$ cat src/rtl/core/text_console_char_writer_defines.svh
// Assertion macros used by the console writer back end
`ifndef TEXT_CONSOLE_CHAR_WRITER_DEFINES_SVH
`define TEXT_CONSOLE_CHAR_WRITER_DEFINES_SVH
`ifndef SYNTHESIS
// Implication checked every cycle outside reset
`define CTW_ASSERT(lbl, clk, rst, prop, msg) \
  lbl: assert property (@(posedge clk) disable iff (rst) prop) else $error(msg);
// Condition in one cycle implies a condition in the next cycle
`define CTW_ASSERT_NEXT(lbl, clk, rst, ante, cons, msg) \
  lbl: assert property (@(posedge clk) disable iff (rst) (ante) |=> (cons)) else $error(msg);
`else
`define CTW_ASSERT(lbl, clk, rst, prop, msg)
`define CTW_ASSERT_NEXT(lbl, clk, rst, ante, cons, msg)
`endif
`endif

$ cat src/rtl/core/ctw_pkg.sv
// Types and constants shared by the text console writer
`timescale 1ns / 1ps
package ctw_pkg;

  // cell address width, wide enough for up to 128 x 64 cells
  localparam int ADDR_MAX_W = 13;

  // request codes
  localparam logic [1:0] REQ_PUT   = 2'd0;
  localparam logic [1:0] REQ_CLEAR = 2'd1;
  localparam logic [1:0] REQ_READ  = 2'd2;

  // character and color constants
  localparam logic [7:0] CH_NEWLINE  = 8'd10;
  localparam logic [7:0] CH_RETURN   = 8'd13;
  localparam logic [7:0] CH_SPACE    = 8'h20;
  localparam logic [7:0] CH_NUL      = 8'h00;
  localparam logic [7:0] RESET_COLOR = 8'h07;

  typedef struct packed {
    logic [1:0] req_type;
    logic [7:0] char_code;
    logic [6:0] read_col;
    logic [4:0] read_row;
  } req_t;

  typedef struct packed {
    logic [6:0]  cursor_col;
    logic [4:0]  cursor_row;
    logic [10:0] cursor_pos;
    logic [7:0]  cell_char;
    logic [7:0]  cell_color;
  } res_t;

  // back-end operation classes
  typedef enum logic [1:0] {
    OP_REPORT,
    OP_READ,
    OP_CLEAR
  } op_t;

  // command passed from front to back
  typedef struct packed {
    op_t                   op;
    logic                  wr;
    logic                  scroll;
    logic [7:0]            char_code;
    logic [ADDR_MAX_W-1:0] addr;
    logic [6:0]            cursor_col;
    logic [4:0]            cursor_row;
    logic [10:0]           cursor_pos;
  } cmd_t;

  // queue status seen by the top level
  typedef struct packed {
    logic full;
    logic valid;
  } q_stat_t;

  typedef enum logic [2:0] {
    BS_INIT,
    BS_IDLE,
    BS_READ,
    BS_MOVE,
    BS_FILL,
    BS_CLEAR
  } back_state_t;

endpackage

$ cat src/rtl/core/ctw_front.sv
// Front end: cursor tracking and request classification
`timescale 1ns / 1ps
module ctw_front #(
  parameter int COLUMNS = 80,
  parameter int ROWS    = 25
) (
  input  logic          clk,
  input  logic          rst,
  input  logic          accept,
  input  ctw_pkg::req_t req,
  output ctw_pkg::cmd_t cmd
);
  import ctw_pkg::*;

  localparam int COL_W = $clog2(COLUMNS);
  localparam int ROW_W = $clog2(ROWS);

  logic [COL_W-1:0] col, col_next;
  logic [ROW_W-1:0] row, row_next;
  logic             row_inc;
  logic [ADDR_MAX_W-1:0] cur_addr, new_pos, rd_addr;
  logic             rd_in_range;

  // cell address of the cursor and of a read request
  assign cur_addr = ADDR_MAX_W'(row) * ADDR_MAX_W'(COLUMNS) + ADDR_MAX_W'(col);
  assign rd_addr  = ADDR_MAX_W'(req.read_row) * ADDR_MAX_W'(COLUMNS)
                  + ADDR_MAX_W'(req.read_col);
  assign rd_in_range = ({1'b0, req.read_col} < 8'(COLUMNS))
                    && ({2'b0, req.read_row} < 7'(ROWS));
  assign new_pos  = ADDR_MAX_W'(row_next) * ADDR_MAX_W'(COLUMNS) + ADDR_MAX_W'(col_next);

  // classify the request and work out the new cursor
  always_comb begin
    col_next      = col;
    row_next      = row;
    row_inc       = 1'b0;
    cmd.op        = OP_REPORT;
    cmd.wr        = 1'b0;
    cmd.scroll    = 1'b0;
    cmd.char_code = req.char_code;
    cmd.addr      = cur_addr;
    unique case (req.req_type)
      REQ_PUT: begin
        if (req.char_code == CH_NEWLINE) begin
          col_next = '0;
          row_inc  = 1'b1;
        end else if (req.char_code == CH_RETURN) begin
          col_next = '0;
        end else begin
          cmd.wr = 1'b1;
          if (col == COL_W'(COLUMNS - 1)) begin
            col_next = '0;
            row_inc  = 1'b1;
          end else begin
            col_next = col + COL_W'(1);
          end
        end
        if (row_inc) begin
          if (row == ROW_W'(ROWS - 1)) begin
            cmd.scroll = 1'b1;
          end else begin
            row_next = row + ROW_W'(1);
          end
        end
      end
      REQ_CLEAR: begin
        cmd.op   = OP_CLEAR;
        col_next = '0;
        row_next = '0;
      end
      REQ_READ: begin
        if (rd_in_range) begin
          cmd.op   = OP_READ;
          cmd.addr = rd_addr;
        end
      end
      default: begin
        cmd.op = OP_REPORT;
      end
    endcase
    cmd.cursor_col = 7'(col_next);
    cmd.cursor_row = 5'(row_next);
    cmd.cursor_pos = new_pos[10:0];
  end

  // cursor registers
  always_ff @(posedge clk) begin
    if (rst) begin
      col <= '0;
      row <= '0;
    end else if (accept) begin
      col <= col_next;
      row <= row_next;
    end
  end

endmodule

$ cat config.mk
export PLATFORM = sky130hd
export DESIGN_NAME = ctw_front
export DESIGN_NICKNAME = d
export VERILOG_FILES = /design/src/rtl/core/text_console_char_writer_defines.svh /design/src/rtl/core/ctw_pkg.sv /design/src/rtl/core/ctw_front.sv
export SDC_FILE = /design/constraint.sdc
export NUM_CORES = 1
export LEC_CHECK = 0
export ABC_AREA = 1
export BUFFER_PORTS_ARGS = -buffer_cell sky130_fd_sc_hd__buf_2
export CAP_MARGIN = 30
export CORE_MARGIN = 1
export CORE_UTILIZATION = 40
export CTS_CLUSTER_DIAMETER = 60
export DETAILED_ROUTE_END_ITERATION = 10
export GPL_TIMING_DRIVEN = 0
export PLACE_DENSITY = 0.62
export SYNTH_ARGS = -nofsm -noshare
export SYNTH_HDL_FRONTEND = slang
export SYNTH_SLANG_ARGS = --single-unit
$ cat constraint.sdc
create_clock -name clk -period 5.9 [get_ports clk]
set_input_delay 0 -clock clk [delete_from_list [all_inputs] [get_ports clk]]
set_output_delay 0 -clock clk [all_outputs]
set_load 0.01 [all_outputs]
======== After elaboration in Yosys (flattened, before gate mapping) ========
Index checks and enable logic that the tools add are counted.
word-level totals
  register bits after elaboration ......... 12
  bits in latches ......................... 0
  RAM bits ................................ 0
  ROM bits ................................ 0
  input port bits ......................... 25
  output and inout bits ................... 48
  logic and storage cells ................. 40
  memories ................................ 0
cells by class
  add/subtract/negate cells ............... 5
  multiply operators ...................... 3
  div/mod/pow operators ................... 0
  order comparisons ....................... 2
  equal/unequal tests ..................... 6
  shift-type cells ........................ 0
  muxes and demuxes ....................... 20
  bitwise gates (word level) .............. 0
  reductions and logical operators ........ 2
operators by type and width
  cell                                                                    count
  12-bit by 7-bit adder with 13-bit output                                2
  13-bit two-way mux                                                      2
  7-bit two-way mux                                                       3
  8-bit by 4-bit equality test with 1-bit output (second input constant)  2
  5-bit by 3-bit multiplier with 8-bit output (second input constant)     2
  7-bit case mux with 2 select lines                                      1
  11-bit by 7-bit adder with 11-bit output                                1
  5-bit two-way mux                                                       2
  5-bit case mux with 2 select lines                                      1
  1-bit two-way mux                                                       9
  7-bit by 1-bit adder with 7-bit output (second input constant)          1
  7-bit equality test (second input constant)                             1
  7-bit less-than comparator (second input constant)                      1
  5-bit by 3-bit multiplier with 7-bit output (second input constant)     1
  5-bit by 1-bit adder with 5-bit output (second input constant)          1
  5-bit equality test (second input constant)                             1
  5-bit less-than comparator (second input constant)                      1
  2-bit case mux with 2 select lines                                      1
  2-bit by 1-bit equality test with 1-bit output (second input constant)  1
  2-bit equality test (second input constant)                             1
  2-bit zero test                                                         1
  2-bit two-way mux                                                       1
  1-bit logical AND                                                       1

======== Longest topological paths before layout ========
  depth after elaboration ................. 9
  gate-level depth with buffers ........... 20
  gate-level depth less buffers ........... 20

======== Worst setup path before layout ========
No wires, ideal clock.
  path kind ............................... flip-flop to output port
  from .................................... register col[0]
  to ...................................... output cmd[10] (netlist name)
  data arrival time ....................... 2.964 ns
  required time ........................... 5.900 ns
  slack ................................... 2.936 ns
  stages on the path, launching flop included .. 20
  buffers on the path ..................... 0
  cells stage by stage .................... dfxtp_1 ha_1 nand3_4 nor2_4 nand2_4 nand2_8 nand2_1 nand2_1 nand2_1 inv_1 ha_1 ha_1 fa_1 xor2_1 nand3_1 xnor2_1 inv_1 nand3_1 nand2_1 inv_1
RTL lines
  what                    RTL line         source
  from (decl)             ctw_front.sv:18  logic [COL_W-1:0] col, col_next;
  from (signal assigned)  ctw_front.sv:92  col <= col_next;
  to (decl)               ctw_front.sv:11  output ctw_pkg::cmd_t cmd

==> results.toml <==
[run_status]
status = "finished clean"

[cells_and_area]
nNetsFinal = 483
fin_area_sq_um = 2765
fin_util = 0.5022
diodes = 0
seqCellArea_sq_um = 240.2
final.fill_count = 596
drive_above_1_share = 0.2596
final_cell_mix = "buf_2, nand2_1, inv_1, ha_1, nand3_1"
layout_commonest_cell = "buf_2"
multi_input_area_sq_um = 1685
syn_to_final_growth_pct = 21.10
final_cells = 488

[setup_path]
cp_cell_sequence = "ha_1, nand3_4, nor2_4, nand2_4, nand2_8, nand2_1, nand2_1, nand2_1, inv_1, ha_1, ha_1, fa_1, xor2_1, nand3_1, xnor2_1, inv_1, nand3_1, nand2_1, inv_1, buf_2"
critical-path-top-delay-family = "adder cells"
cp.required_ns = 5.90
worstPathArrival_ns = 3.51
endpoint_kind = "output pin"
r2r-end = "row[2]"
start_kind = "flop"
crit_top_cell = "nand2_1"
rrSetupSlack_ns = 4.33
crit_buf_inv = 4
r2r_cells = 10
crit_type = "reg2out"
r2r_start = "col[0]"
max_stage_delay_ns = 0.38
crit_slowest_cell = "dfxtp_1"
critical_path.max_fanout = 8

[detailed_routing]
vias_per_cell = 4.738
vias = 2312
drt-initial-drc-count = 66
wl_per_cell_um = 11.04
drt-pass1-iter-count = 5
final_antenna_net_count = 0
drc_errors = 0
drt_wl_total_mm = 5.388

[hold_path]
holdPathEnd = "row[1]"
min-delay-start = "accept"
holdPathStages = 3
hold_path.class = "in2reg"

[pwr]
total_power_uw = 353.9
p_leak_nw = 1.656
power_density_nw_per_um2 = 128.0
ir_worst_vdd_mv = 0.1080

[global_route]
antenna_found_initial = 0
grt_pass1_vias = 2098
grt_pass1_wl_mm = 9.149
overflow = 0
grt_max_degree = 11
track_usage = 0.1860

[synth]
synth_xor_area_frac = 0.06904
ys_warn_count = 0
synthSimpleGateAreaFrac = 0.3112
synth_top_family_by_area = "simple AND/OR/NAND/NOR gates"
syn_area_per_cell_sq_um = 6.657
postSynthCellCount = 343
synth_fp_nets = 408
yosys.area_share.adder = 0.2389
syn_area_sq_um = 2283
synth_compound_area_frac = 0.1129
ys_seq_area_frac = 0.1052
ys_types = 37
synth_mux_area_frac = 0.004384
ys_ff_latch = 12

[timing]
worst_pin_slew_ns = 0.5154
finalMaxSlewViolations = 0
period_needed_ns = 3.510
skew_ns = 0.001441
holdWs_ns = 0.1019
rsz0062_at_grt = "no"
fmax_mhz = 284.9
setup_tns_ns = 0
fin_ws_ns = 2.390
hold_viol = 0
post-route-period-util = 0.5949
relSlewSlack = 0.6564
setup_viol = 0

[clock_network]
postCtsSetupRepairBufs = 0
clockRootBuffer = "clkbuf_8"
ctsResizeCount = 0
clock-sinks = 12
cts_tree = "done"
cts.clk_slew.worst_paths_ns = 0.05
cts_made_buffers = 3
clk_latency_ns = 0.24
htreeDepth = 1
cts_max_path_buffers = 2
ctsHoldBuffers = 0

[floorplan]
initial_utilization = 0.4147
core-area_sq_um = 5507
die_h_um = 77.56
chipWidth_um = 77.56
num_rows = 27
die-area_sq_um = 6015
pin_count = 73

[placement]
preCtsSetupSlack_ns = 2.630
gp_congestion = 0.8176
dp_hpwl_mm = 4.580
dp_cells = 485
postPlaceCellArea_sq_um = 2724
io_buffers = 70

[run]
maxCapViolCount = 0
kinds of logic (layout without fill, tap and decap cells):
family	Yosys count	count (layout)
simple gates	141	141
buf+inv	81	154
compound gates	49	49
fa+ha+maj	40	40
xor+xnor	18	18
flops	12	12
other cells	1	1
mux	1	1
layout make-up:
cell class | count | share of cell area
buffer | 18 | 0.04389
sequential | 12 | 0.08688
timing repair buffer | 70 | 0.1267
multi-input combinational | 250 | 0.6095
clock buffer | 3 | 0.01493
tap | 72 | 0.03258
inverter | 63 | 0.08552
worst reg2reg max path, stage by stage, from the launching register on:
cell and delay (ns):
dfxtp_1 0.38, ha_1 0.26, nand3_4 0.11, nor2_4 0.18, nand2_4 0.11, nand2_8 0.10, nand2_1 0.06, nand3_1 0.09
nand3_1 0.07, nand2_1 0.08, inv_1 0.04
report_power, final:
group	switching (mW)	internal (mW)	leakage, nW
sequential	0.00930	0.0864	0.0991
combinational	0.106	0.0773	1.54
clock	0.0302	0.0450	0.0216
flip-flops by register name (all words and copies together), names as in the netlist:
| register | cells |
|---|---|
| col | 7 |
| row | 5 |
cell usage after synthesis, drive strengths merged:
master,n,area share
nand2,72,0.14
inv,63,0.10
nand3,36,0.096
ha,34,0.19
o21ai,25,0.055
nor2,21,0.039
a21oi,19,0.043
buf,15,0.048
xor2,13,0.050
dfxtp,12,0.11
fa,6,0.053
xnor2,5,0.019
nand4,4,0.011
clkbuf,3,0.0049
nand3b,3,0.0099
nor3,2,0.0066
o22ai,2,0.0055
a21boi,1,0.0033
a31oi,1,0.0027
and2,1,0.0027
and3b,1,0.0044
conb,1,0.0016
mux2i,1,0.0044
o31ai,1,0.0033
or2,1,0.0027
worst max-delay path by stage:
| stage | cells past startpoint | start | to | slack [ns] |
|---|---|---|---|---|
| floorplan | 19 | col[0] | cmd[10] | 2.94 |
| global placement | 20 | col[0] | cmd[10] | 2.68 |
| detailed placement | 20 | col[0] | cmd[10] | 2.63 |
| CTS | 20 | col[0] | cmd[10] | 2.37 |
| global route | 20 | col[0] | cmd[10] | 2.06 |
| finish | 20 | col[0] | cmd[10] | 2.39 |
metal layers:
layer  part of all wire  wire, um  track usage  up-vias
li1                   -         -            -     1240
met1               0.47      2546       0.2325     1023
met2               0.49      2617       0.3372       45
met3              0.034       181      0.02118        4
met4             0.0078        42      0.04340        0
met5                  0         0            0        -
(Power assumes the default switching activity.)
