### src/rtl/core/text_console_char_writer_defines.svh
// Assertion macros used by the console writer back end
`ifndef TEXT_CONSOLE_CHAR_WRITER_DEFINES_SVH
`define TEXT_CONSOLE_CHAR_WRITER_DEFINES_SVH
`ifndef SYNTHESIS
// Implication checked every cycle outside reset
`define CTW_ASSERT(lbl, clk, rst, prop, msg) \
  lbl: assert property (@(posedge clk) disable iff (rst) prop) else $error(msg);
// Condition in one cycle implies a condition in the next cycle
`define CTW_ASSERT_NEXT(lbl, clk, rst, ante, cons, msg) \
  lbl: assert property (@(posedge clk) disable iff (rst) (ante) |=> (cons)) else $error(msg);
`else
`define CTW_ASSERT(lbl, clk, rst, prop, msg)
`define CTW_ASSERT_NEXT(lbl, clk, rst, ante, cons, msg)
`endif
`endif

### src/rtl/core/ctw_pkg.sv
// Types and constants shared by the text console writer
`timescale 1ns / 1ps
package ctw_pkg;

  // cell address width, wide enough for up to 128 x 64 cells
  localparam int ADDR_MAX_W = 13;

  // request codes
  localparam logic [1:0] REQ_PUT   = 2'd0;
  localparam logic [1:0] REQ_CLEAR = 2'd1;
  localparam logic [1:0] REQ_READ  = 2'd2;

  // character and color constants
  localparam logic [7:0] CH_NEWLINE  = 8'd10;
  localparam logic [7:0] CH_RETURN   = 8'd13;
  localparam logic [7:0] CH_SPACE    = 8'h20;
  localparam logic [7:0] CH_NUL      = 8'h00;
  localparam logic [7:0] RESET_COLOR = 8'h07;

  typedef struct packed {
    logic [1:0] req_type;
    logic [7:0] char_code;
    logic [6:0] read_col;
    logic [4:0] read_row;
  } req_t;

  typedef struct packed {
    logic [6:0]  cursor_col;
    logic [4:0]  cursor_row;
    logic [10:0] cursor_pos;
    logic [7:0]  cell_char;
    logic [7:0]  cell_color;
  } res_t;

  // back-end operation classes
  typedef enum logic [1:0] {
    OP_REPORT,
    OP_READ,
    OP_CLEAR
  } op_t;

  // command passed from front to back
  typedef struct packed {
    op_t                   op;
    logic                  wr;
    logic                  scroll;
    logic [7:0]            char_code;
    logic [ADDR_MAX_W-1:0] addr;
    logic [6:0]            cursor_col;
    logic [4:0]            cursor_row;
    logic [10:0]           cursor_pos;
  } cmd_t;

  // queue status seen by the top level
  typedef struct packed {
    logic full;
    logic valid;
  } q_stat_t;

  typedef enum logic [2:0] {
    BS_INIT,
    BS_IDLE,
    BS_READ,
    BS_MOVE,
    BS_FILL,
    BS_CLEAR
  } back_state_t;

endpackage

### src/rtl/core/ctw_cmdq.sv
// Two-entry command queue between front and back
`timescale 1ns / 1ps
module ctw_cmdq (
  input  logic               clk,
  input  logic               rst,
  input  logic               push,
  input  ctw_pkg::cmd_t      push_cmd,
  input  logic               pop,
  output ctw_pkg::cmd_t      head,
  output ctw_pkg::q_stat_t   stat
);
  import ctw_pkg::*;

  localparam int DEPTH = 2;
  localparam int PTR_W = $clog2(DEPTH);

  cmd_t             entries [DEPTH];
  logic [PTR_W-1:0] wptr, rptr;
  logic [PTR_W:0]   count;

  assign head       = entries[rptr];
  assign stat.full  = (count == (PTR_W + 1)'(DEPTH));
  assign stat.valid = (count != '0);

  // entry storage
  always_ff @(posedge clk) begin
    if (push) begin
      entries[wptr] <= push_cmd;
    end
  end

  // pointers and fill level
  always_ff @(posedge clk) begin
    if (rst) begin
      wptr  <= '0;
      rptr  <= '0;
      count <= '0;
    end else begin
      if (push) begin
        wptr <= wptr + PTR_W'(1);
      end
      if (pop) begin
        rptr <= rptr + PTR_W'(1);
      end
      if (push && !pop) begin
        count <= count + (PTR_W + 1)'(1);
      end else if (pop && !push) begin
        count <= count - (PTR_W + 1)'(1);
      end
    end
  end

endmodule

### config.mk
export PLATFORM = sky130hd
export DESIGN_NAME = ctw_cmdq
export DESIGN_NICKNAME = d
export VERILOG_FILES = /design/src/rtl/core/text_console_char_writer_defines.svh /design/src/rtl/core/ctw_pkg.sv /design/src/rtl/core/ctw_cmdq.sv
export SDC_FILE = /design/constraint.sdc
export NUM_CORES = 1
export LEC_CHECK = 0
export BUFFER_PORTS_ARGS = -buffer_cell sky130_fd_sc_hd__buf_2
export CAP_MARGIN = 40
export CORE_ASPECT_RATIO = 1.25
export CORE_UTILIZATION = 40
export CTS_CLUSTER_DIAMETER = 120
export DETAILED_ROUTE_END_ITERATION = 7
export GPL_TIMING_DRIVEN = 0
export PLACE_DENSITY = 0.72
export SYNTH_ARGS = -nofsm -noshare
export SYNTH_HDL_FRONTEND = slang
export SYNTH_SLANG_ARGS = --single-unit
### constraint.sdc
create_clock -name clk -period 4.15 [get_ports clk]
set_clock_uncertainty 0.2 [all_clocks]
set_input_delay 0.6225 -clock clk [delete_from_list [all_inputs] [get_ports clk]]
set_output_delay 0.6225 -clock clk [all_outputs]
set_load 0.005 [all_outputs]
Word level (Yosys, flattened, before mapping). Memory sizes are Yosys's and may differ from the RTL's. A register that Yosys moved wholly into a read port is not among the register bits. Cells that the tools add are included.

Input port bits: 52. Memories kept: 1. Word-level logic and storage cells: 21. Output and inout port bits: 50. Flip-flop bits (word level): 4. Memory bits (writable): 96.

Memory list: entries (depth 2, width 48, rd ports 1, clocked after Yosys merged registers in 1, write ports 1, line ctw_cmdq.sv:17) `cmd_t entries [DEPTH];`.

Add/subtract/negate cells: 4. Eq/ne operators: 1. Reductions and logical operators: 6. Mux-type cells: 6.

Operators with widths (number): 1-bit 2-to-1 mux (4); 2-bit 2-to-1 mux (2); 2-bit nonzero test (2); 1-bit adder, second input constant (2); 2-bit by 1-bit adder with 2-bit output, second input constant (1); 2-bit == test, second input constant (1); 1-bit logical AND (2); 1-bit logical NOT (2); 2-bit by 1-bit subtractor with 2-bit output, second input constant (1).

Depth between registers and ports, before layout. Gate-level depths: netlist of the first run.

Depth in word-level cells: 4. Gate-level depth with buffers: 5. Depth with buffers taken out: 5.

Worst setup path before layout of the first run. Ideal clock, no wire load.

Path type: input-to-reg. Start: input port push. End: memory entries[0][0] (netlist name) (enable). Cell stages on the path: 1. Setup time: 0.459 ns. Slack: 0.737 ns. Data required time: 3.491 ns. Arrival time: 2.754 ns. Path through: nor2b_1.

Cells in the longest elaborated chain, start to end: 2.

RTL lines: from (decl) (line ctw_cmdq.sv:6) `input logic push,`; 1-bit 2-to-1 mux (line ctw_cmdq.sv:27) `if (push) begin`; 1-bit 2-to-1 mux (not written as such) (line ctw_cmdq.sv:28) `entries[wptr] <= push_cmd;`; to (decl) (line ctw_cmdq.sv:17).

Every way passes these cells.

==> results.md, run 1 <==
- Power spread over the standard cell area amounts to between 400 and 500 mW/mm2.
- Yosys attributes the largest share of cell area to sky130_fd_sc_hd__edfxtp_1 78%, sky130_fd_sc_hd__mux2_2 14%, sky130_fd_sc_hd__dfxtp_1 2.7%.
- Dividing the detail-routed wire length by the instance count gives ~14 um.
- The cell area that synthesis handed to floorplanning was 0.003674 mm2.
- slightly above 100 I/O pins were placed.
- The fraction of registers with async set or reset after synthesis is 0.
- The initial utilization of the core area, before any placement, comes to 0.4176.
- The tightest slew margin relative to the limit is 0.6511.
- The sort of element at the start of the critical path is a flop.
- The source-to-sink clock delay at the later pin of the worst-skew pair is 350 ps.
- Across all setup checks in the final design, the least slack found is between 1500 and 2000 ps.
- The number of clock sinks is between 100 and 150.
- For this run the aggregate overflow at the end of global routing stands at 0.
- Setup repair after global routing left no endpoint under its margin.
- By count the netlist is led by 96 x sky130_fd_sc_hd__edfxtp_1, 47 x sky130_fd_sc_hd__mux2_2, 5 x sky130_fd_sc_hd__dfxtp_1.
- After detailed placement, the total cell area comes to 0.004413 mm2.
- The number of DRC violations after detailed-routing iteration 0 is 80.
- The slowest library cell on the worst path is sky130_fd_sc_hd__dfxtp_1.
- The leakage power is between 1.5 and 2 nW.
- For the worst setup path, the data arrival time is 1560 ps.
- The post-synthesis average cell area is between 20 and 25 um2.
- The top cell type by total area after synthesis is sky130_fd_sc_hd__edfxtp_1.
- The total number of placement rows is 38.
- The path category of the worst min-delay check is in2reg.
- The count of cell types in the netlist is 19.
- The commonest register cell after synthesis is sky130_fd_sc_hd__edfxtp_1.
- The number of instances in the synthesized netlist is around 170.
- The longest clock path from root to sink contains 2 buffers.
- Clock-pin slew was measured on the worst setup and hold paths at around 90 ps.
- The number of setup buffers added after CTS is 0.
- The required arrival time at the worst endpoint is about 3300 ps.
- The half-perimeter wire length of the detailed placement result is about 4000 um.
- The fraction of synthesized cell area taken by the top area cell type is 0.7847.
- The first-pass GRT wire length is around 8800 um.
- During synthesis, Yosys emitted a total of 0 warnings.
- The number of global-route vias before repair is roughly 1900.
- The number of port buffers is 101.
- The final setup TNS is 0 ps.
- The final standard cell area without fillers is approximately 0.0046 mm2.
- The total DRC errors in the routed layout is 0.
- The leading cell type by number of instances after synthesis is sky130_fd_sc_hd__edfxtp_1.
- Entering global routing, the biggest net connects 34 pins.
- The number of enable flip-flop cells after synthesis is 96.
- The layout cell share with drive strength beyond 1 is 0.5842.
- The post-layout net count is between 300 and 400.
- Max-cap violations in this run came to 0.
- The final hold violation count came to 0.
- The cell family with the largest share of critical-path delay is buffers and inverters.
- In this run, synthesis produced a sequential element count of between 100 and 150.
- The maximum vdd drop is between 0.2 and 0.25 mV.
- The region available for standard cell placement spans 0.008796 mm2.
- At the end of routability-driven placement, the weighted congestion stood at 0.6586.
- The flow ran to the end, and the final reports show no timing, DRC or antenna violations.
- The synthesis-to-layout area growth is 24.25%.
- The number of placed instances, taps included, is roughly 400.
- For this run, the register share of the synthesized area comes to 0.8120.
- The buffer type at the clock tree root is sky130_fd_sc_hd__clkbuf_8.
- Of the available clock period, the critical path in the final layout requires 0.5749.
- The clock tree synthesis step divided the H-tree into 3 levels.
- 0 antenna diodes ended up in the layout.
- The number of antenna violations at the first check in global routing is 0.
- The worst setup path is of the reg2out kind.
- The number of nets produced by synthesis is approximately 220.
- The number of standard cells in the final layout excluding fillers is roughly 410.
- The maximum fanout count along the critical path is 10.
- The height of the die is ~110 um.
- The first TritonRoute pass finished after 4 iterations.
- The highest clock frequency the design can meet is 419.1 MHz.
- The pin slew with the least headroom to its limit is about 520 ps.
- Walking the worst path, the cells encountered are buf_4 > buf_6 > mux2_2 > buf_2.
- For this run, the share of the core covered by cells in the final layout is 0.5189.
- The floorplan step defined a die boundary enclosing about 0.0096 mm2.
- The sort of element at the end of the critical path is an output port.
- OpenSTA, run right after detailed placement, puts the worst setup slack at 1962 ps.
- The final routed wirelength across all metal layers is 5886 um.
- In this design, the stage delay of the slowest critical-path cell is 350 ps.
- TritonCTS built the clock tree.
- Fill cells in the final layout number between 700 and 800.
- Setup violations remaining at the end of the flow were counted as 0.
- From left edge to right edge, the die measures between 80 and 90 um.
- The vias per cell is around 4.6.
- The smallest clock period supported by the final layout is computed as 2386 ps.
- The number of gates resized after CTS is 0.
- The number of clock buffers added by TritonCTS is 9.
- The combined buffer and inverter count along the critical path is 3.
- Summing over every cut layer, the via total after detailed routing is between 1500 and 2000.
- The count of pins over their slew limit was 0.
- The overall fraction of global-route tracks in use is 0.1296.
- The antenna violation net count after detailed routing is 0.
- In this run, post-CTS hold repair placed 0 buffers.
==> metal layers <==
layer	global-route usage	vias to the layer above	routed length, um
met5	0	-	0
met1	0.1385	914	2229
met2	0.2209	65	3156
li1	-	892	-
met3	0.03558	11	342
met4	0.08782	0	157
==> stage by stage <==
step | hold slack [ps] | total power [W]
floorplan | 256.4 | 0.001346
global placement | 276.5 | 0.001451
detailed placement | 294.1 | 0.001468
CTS | 231.2 | 0.001975
global route | 229.7 | 0.002031
finish | 249.9 | 0.001942
==> flip-flops by register name (all words and copies together), names as in the netlist, named ones only <==
signal   count
rptr         1
wptr         1
entries     96
count        2
==> path summary, 6_finish.rpt <==
path	slack [ps]	endpoint	cells after the start	from
setup / recovery	1760	head[21]	4	flop
hold / removal	250	entries[1][44]	1	push_cmd[44]
setup reg to reg	2440	entries[0][47]	3	wptr
hold reg to reg	300	count[1]	2	count[1]
==> cell usage in the layout, fill, tap and decap left out, types with 2 or more instances in the layout <==
cell type                  count
sky130_fd_sc_hd__buf_16        2
sky130_fd_sc_hd__dfxtp_1       5
sky130_fd_sc_hd__clkbuf_1      4
sky130_fd_sc_hd__edfxtp_1     96
sky130_fd_sc_hd__clkinv_1      2
sky130_fd_sc_hd__buf_2       103
sky130_fd_sc_hd__nor2_1        4
sky130_fd_sc_hd__mux2_2       47
sky130_fd_sc_hd__clkbuf_8      9
sky130_fd_sc_hd__buf_6         2
sky130_fd_sc_hd__xnor2_1       2
sky130_fd_sc_hd__xor2_1        2
==> worst register-to-register path, stage by stage (launching register included) <==
cell	delay [ps]
sky130_fd_sc_hd__dfxtp_1	360
sky130_fd_sc_hd__nor2b_4	460
sky130_fd_sc_hd__buf_16	230
sky130_fd_sc_hd__buf_16	170
==> power by group <==
group	internal (W)	leakage (nW)	total, W	switching [W]
clock	0.000214	0.0765	0.000504	0.000290
combinational	0.000129	0.700	0.000237	0.000107
sequential	0.00119	0.943	0.00120	0.0000158
total	0.00153	1.72	0.00194	0.000413
==> area by class of cell <==
class                      count  area, um2  share of cell area
buffer                         5      40.04            0.008772
clock buffer                  13      138.9             0.03043
clock inverter                 3      12.51            0.002741
inverter                       1      3.754           0.0008224
multi-input combinational     64      655.6              0.1436
sequential                   101       2983              0.6535
tap                          120      150.1             0.03289
timing repair buffer         104      580.6              0.1272
==> cell families after synthesis <==
| family | share of synthesized area |
|---|---|
| adders and majority gates | 0.003405 |
| muxes | 0.1471 |
| and+or+nand+nor | 0.01329 |
| DFF | 0.8120 |
| xor gates and xnor gates | 0.009539 |
| buffers and inverters | 0.01192 |
| AOI/OAI and AO/OA | 0.002722 |
No activity file was read; power rests on OpenSTA's default activity.
==> run 2, diff against run 1 <==
Settings changed: ABC_AREA from default to 1, PLACE_DENSITY 0.72 to 0.74.
Clock period 4.15 ns to 1.93 ns, I/O delays scaled along.
==> run 2 against run 1 <==
  * Flip-flop and latch count stayed put
  * Sequential share of layout area is 11 points lower
  * Area after synthesis is 2.6% higher
  * Synthesized cell count is 6.4% higher
  * Largest cell class unchanged
==> results.md, run 2 <==
- Status: completed (unchanged).
- The cell family with the largest share of critical-path delay is buffers and inverters (unchanged).
- The x dimension of the die came to 88.82 um (was 87.72 um).
- The leading cell type by number of instances after synthesis is sky130_fd_sc_hd__edfxtp_1 (unchanged).
- Most frequent cells in the layout: 96 x sky130_fd_sc_hd__edfxtp_1, 85 x sky130_fd_sc_hd__buf_2, 49 x sky130_fd_sc_hd__dlygate4sd3_1, 27 x sky130_fd_sc_hd__mux2_2, 21 x sky130_fd_sc_hd__mux2_4 (was 103 x sky130_fd_sc_hd__buf_2, 96 x sky130_fd_sc_hd__edfxtp_1, 47 x sky130_fd_sc_hd__mux2_2, 9 x sky130_fd_sc_hd__clkbuf_8, 5 x sky130_fd_sc_hd__dfxtp_1).
- The number of flip-flops in the largest register is 96 (unchanged).
- The number of instances in the synthesized netlist is 182 (was 171).
- The final setup TNS is 0 ps (unchanged).
- The source-to-sink clock delay at the later pin of the worst-skew pair came to 330 ps (was 350 ps).
- The sequential standard cell area is 0.002987 mm2 (was 0.002983 mm2).
- The final standard cell area without fillers was 0.005482 mm2 (was 0.004564 mm2).
- The register ranked first by flip-flop count is entries (unchanged).
- The overall fraction of global-route tracks in use is 0.1431 (was 0.1296).
- The vias per cell was 4.507 (was 4.579).
- The number of port buffers is 101 (unchanged).
- The final hold violation count came to 0 (unchanged).
- The first-pass GRT wire length is 10230 um (was 8838 um).
- The maximum fanout count along the critical path is 10 (unchanged).
- The number of enable flip-flop cells after synthesis is 96 (unchanged).
- The synthesis-to-layout area growth came to 45.45% (was 24.25%).
- The filler cell count in the final layout was 700 (was 754).
- The post-layout net count was 404 (was 339).
- The post-synthesis average cell area came to 20.71 um2 (was 21.48 um2).
- The largest buffer count on any clock path is 2 (unchanged).
- Dominant cells by area after synthesis: sky130_fd_sc_hd__edfxtp_1 76%, sky130_fd_sc_hd__mux2_2 8.4%, sky130_fd_sc_hd__mux2_4 8.0% (was sky130_fd_sc_hd__edfxtp_1 78%, sky130_fd_sc_hd__mux2_2 14%, sky130_fd_sc_hd__dfxtp_1 2.7%).
- The leading cell type in the layout, fill and taps excluded is sky130_fd_sc_hd__edfxtp_1 (was sky130_fd_sc_hd__buf_2).
- The endpoint of the lowest-slack register-to-register path is entries[1][5] (was entries[0][47]).
- The TritonCTS clock tree is built (unchanged).
- The critical path data arrival time came to 1410 ps (was 1560 ps).
- The instance count along the most critical hold path is 3 (was 1).
- The commonest register cell after synthesis is sky130_fd_sc_hd__edfxtp_1 (unchanged).
- The sort of element at the start of the critical path is a flop (unchanged).
- The half-perimeter wire length of the detailed placement result is 4107 um (was 3970 um).
- The number of nets produced by synthesis came to 235 (was 224).
- The placeable core area came to 0.009125 mm2 (was 0.008796 mm2).
- The largest net degree at the start of global routing is 31 (was 34).
- The flop and latch count out of synthesis is 101 (unchanged).
- The total number of placement rows is 39 (was 38).
- The fraction of registers with async set or reset after synthesis came to 0 (unchanged).
- The leakage power is 2.158 nW (was 1.719 nW).
- The synthesis warning total came to 0 (unchanged).
- The total of max-cap violations is 0 (unchanged).
- Among the stages of the critical path, the cell type that occurs most often is sky130_fd_sc_hd__buf_12.
- The netlist area before placement is 0.003769 mm2 (was 0.003674 mm2).
- The total DRC errors in the routed layout is 0 (unchanged).
- The number of setup violations in the final report is 0 (unchanged).
- The top cell type by total area after synthesis was sky130_fd_sc_hd__edfxtp_1 (unchanged).
- The logic depth of the worst register-to-register path is 3 (unchanged).
- The number of DRC violations after detailed-routing iteration 0 is 92 (was 80).
- The sequential element share of the synthesized area is 0.7915 (was 0.8120).
- The pin slew with the least headroom to its limit is 596.4 ps (was 522.3 ps).
- The initial core utilization is 0.4130 (was 0.4176).
- After layout, the minimum clock period comes to about 1900 ps.
- The launching point of the worst reg2reg path is wptr (unchanged).
- The area after detailed placement came to 0.004514 mm2 (was 0.004413 mm2).
- The first-pass iteration count of the detailed router is 4 (unchanged).
- The top-level I/O count is 102 (unchanged).
- The register-to-register setup slack is 240 ps (was 2440 ps).
- Static timing analysis puts the maximum clock frequency at between 500 and 600 MHz.
- The total die area was 0.009816 mm2 (was 0.009574 mm2).
- Most instantiated cells after synthesis: 96 x sky130_fd_sc_hd__edfxtp_1, 28 x sky130_fd_sc_hd__mux2_2, 20 x sky130_fd_sc_hd__mux2_4 (was 96 x sky130_fd_sc_hd__edfxtp_1, 47 x sky130_fd_sc_hd__mux2_2, 5 x sky130_fd_sc_hd__dfxtp_1).
- The buffer type at the clock tree root is sky130_fd_sc_hd__clkbuf_16 (was sky130_fd_sc_hd__clkbuf_8).
- The worst hold path startpoint is pop (was push_cmd[44]).
- The worst hold margin is 47.92 ps (was 249.9 ps).
- The height of the die came to 110.5 um (was 109.1 um).
- The antenna violation net count after detailed routing is 0 (unchanged).
- The longest individual stage delay on the worst path came to 360 ps (was 350 ps).
- The global-route congestion overflow total is 0 (unchanged).
- The weighted congestion at the end of routability-driven global placement was 0.6832 (was 0.6586).
- The via total after detailed routing is 2159 (was 1882).
- The clock-pin slew of the registers on the worst-case setup and hold paths is 60 ps (was 90 ps).
- The combined buffer and inverter count along the critical path is 3 (unchanged).
- The fraction of synthesized cell area taken by the top area cell type was 0.7649 (was 0.7847).
- The slowest library cell on the worst path is sky130_fd_sc_hd__dfxtp_4 (was sky130_fd_sc_hd__dfxtp_1).
- The wire length per cell is 14.23 um (was 14.32 um).
- The number of diodes is 0 (unchanged).
- The CTS H-tree depth is 3 (unchanged).
- The path type of the worst setup path is reg2out (unchanged).
- The final routed wirelength across all metal layers is 6817 um (was 5886 um).
- The ratio of total power to cell area is 901.1 mW/mm2 (was 425.4 mW/mm2).
- Largest registers ranked by flip-flop count: entries x96, count x2 (unchanged).
- The maximum vdd drop is 0.5640 mV (was 0.2284 mV).
- The number of clock sinks is 101 (unchanged).
- The required arrival time at the worst endpoint is 1440 ps (was 3330 ps).
- The tightest slew margin relative to the limit came to 0.6014 (was 0.6511).
- The number of antenna violations at the first check in global routing is 0 (unchanged).
- The count of cell types in the netlist came to 16 (was 19).
- The sort of element at the end of the critical path is an output port (unchanged).
- RSZ-0062 raised after global routing: yes (was no).
- Dividing the final minimum period by the clock period gives 0.9860.
- Critical Path, Cell by Cell: buf_12 > buf_12 > mux2_4 > buf_6 (was buf_4 > buf_6 > mux2_2 > buf_2).
- The count of pins over their slew limit came to 0 (unchanged).
- The layout cell share with drive strength beyond 1 is 0.4972 (was 0.5842).
- The number of buffers added by the clock tree synthesis step was 9 (unchanged).
- The total power was 0.004939 W (was 0.001942 W).
- The path category of the worst min-delay check is in2reg (unchanged).
- The number of global-route vias before repair came to 2267 (was 1872).
- The total area of multi-input combinational cells was 719.4 um2 (was 655.6 um2).
==> run 2: cell types whose count changed after synthesis, moves of 2 or more <==
cell                      previous run  this run
sky130_fd_sc_hd__nand2_1             0         6
sky130_fd_sc_hd__nor2_1              4         6
sky130_fd_sc_hd__mux2_4              0        20
sky130_fd_sc_hd__inv_1               1         9
sky130_fd_sc_hd__xor2_1              2         0
sky130_fd_sc_hd__mux2_2             47        28
==> run 2: layout make-up <==
type | instances | share of cell area
Clock inverter | 6 | 0.009815
Inverter | 9 | 0.006848
Multi-Input combinational cell | 67 | 0.1312
Tap cell | 123 | 0.02808
Timing Repair Buffer | 158 | 0.2237
Buffer | 5 | 0.01370
Clock buffer | 10 | 0.04177
Sequential cell | 101 | 0.5449
==> run 2: worst reg2reg max path: cells and delay by family (launching register included) <==
family / cells / cell delay (ps)
AND/OR/NAND/NOR: 1 / 120
flip-flops: 1 / 340
buffers and inverters: 2 / 760
==> run 2: kinds of logic after synthesis <==
family / count (synthesis) / share of synthesized area
buffers and inverters: 14 / 0.02058
multiplexers: 48 / 0.1633
XOR/XNOR: 1 / 0.002324
flip-flops: 101 / 0.7915
adder cells (fa/ha/maj): 1 / 0.003320
AND/OR/NAND/NOR: 15 / 0.01627
AO/OA/AOI/OAI: 2 / 0.002653
==> run 2: layer usage <==
metal  GRT usage  wire length, um  up-vias
met5           0                0        -
met4     0.08065              133        0
met3     0.02990              313        9
met2      0.2549             3725       68
met1      0.1518             2645     1046
li1            -                -     1036
==> run 2: worst max-delay path by stage <==
stage / from / to / cells after the start
6_report: flop / head[13] / 4
3_3_place_gp: push / entries[1][12] / 3
5_1_grt: flop / head[32] / 4
2_1_floorplan: wptr / entries[1][0] / 2
3_5_place_dp: push / entries[1][18] / 4
4_1_cts: flop / head[9] / 4
==> run 2: through the flow <==
stage	utilization	instances	setup WS, ps
global route	0.6007	479	-20.71
floorplan	-	182	222.9
detailed placement	0.4947	409	119.4
global placement	0.4865	406	-324.9
finish	0.6007	479	26.99
CTS	0.5878	478	0.08482
==> run 2: repair_timing <==
item,4_1_cts,5_1_grt
setup buffers,4,0
resized for setup,11,16
endpoints found under the hold margin,99,0
hold buffers,49,0
setup endpoints to repair,40,26
gates cloned,0,1
==> run 2: where the power goes <==
group / internal [W] / leakage, nW / total [W] / switching, W
registers: 0.00253 / 0.943 / 0.00256 / 0.0000322
clock network: 0.000988 / 0.135 / 0.00169 / 0.000703
logic: 0.000421 / 1.08 / 0.000683 / 0.000262
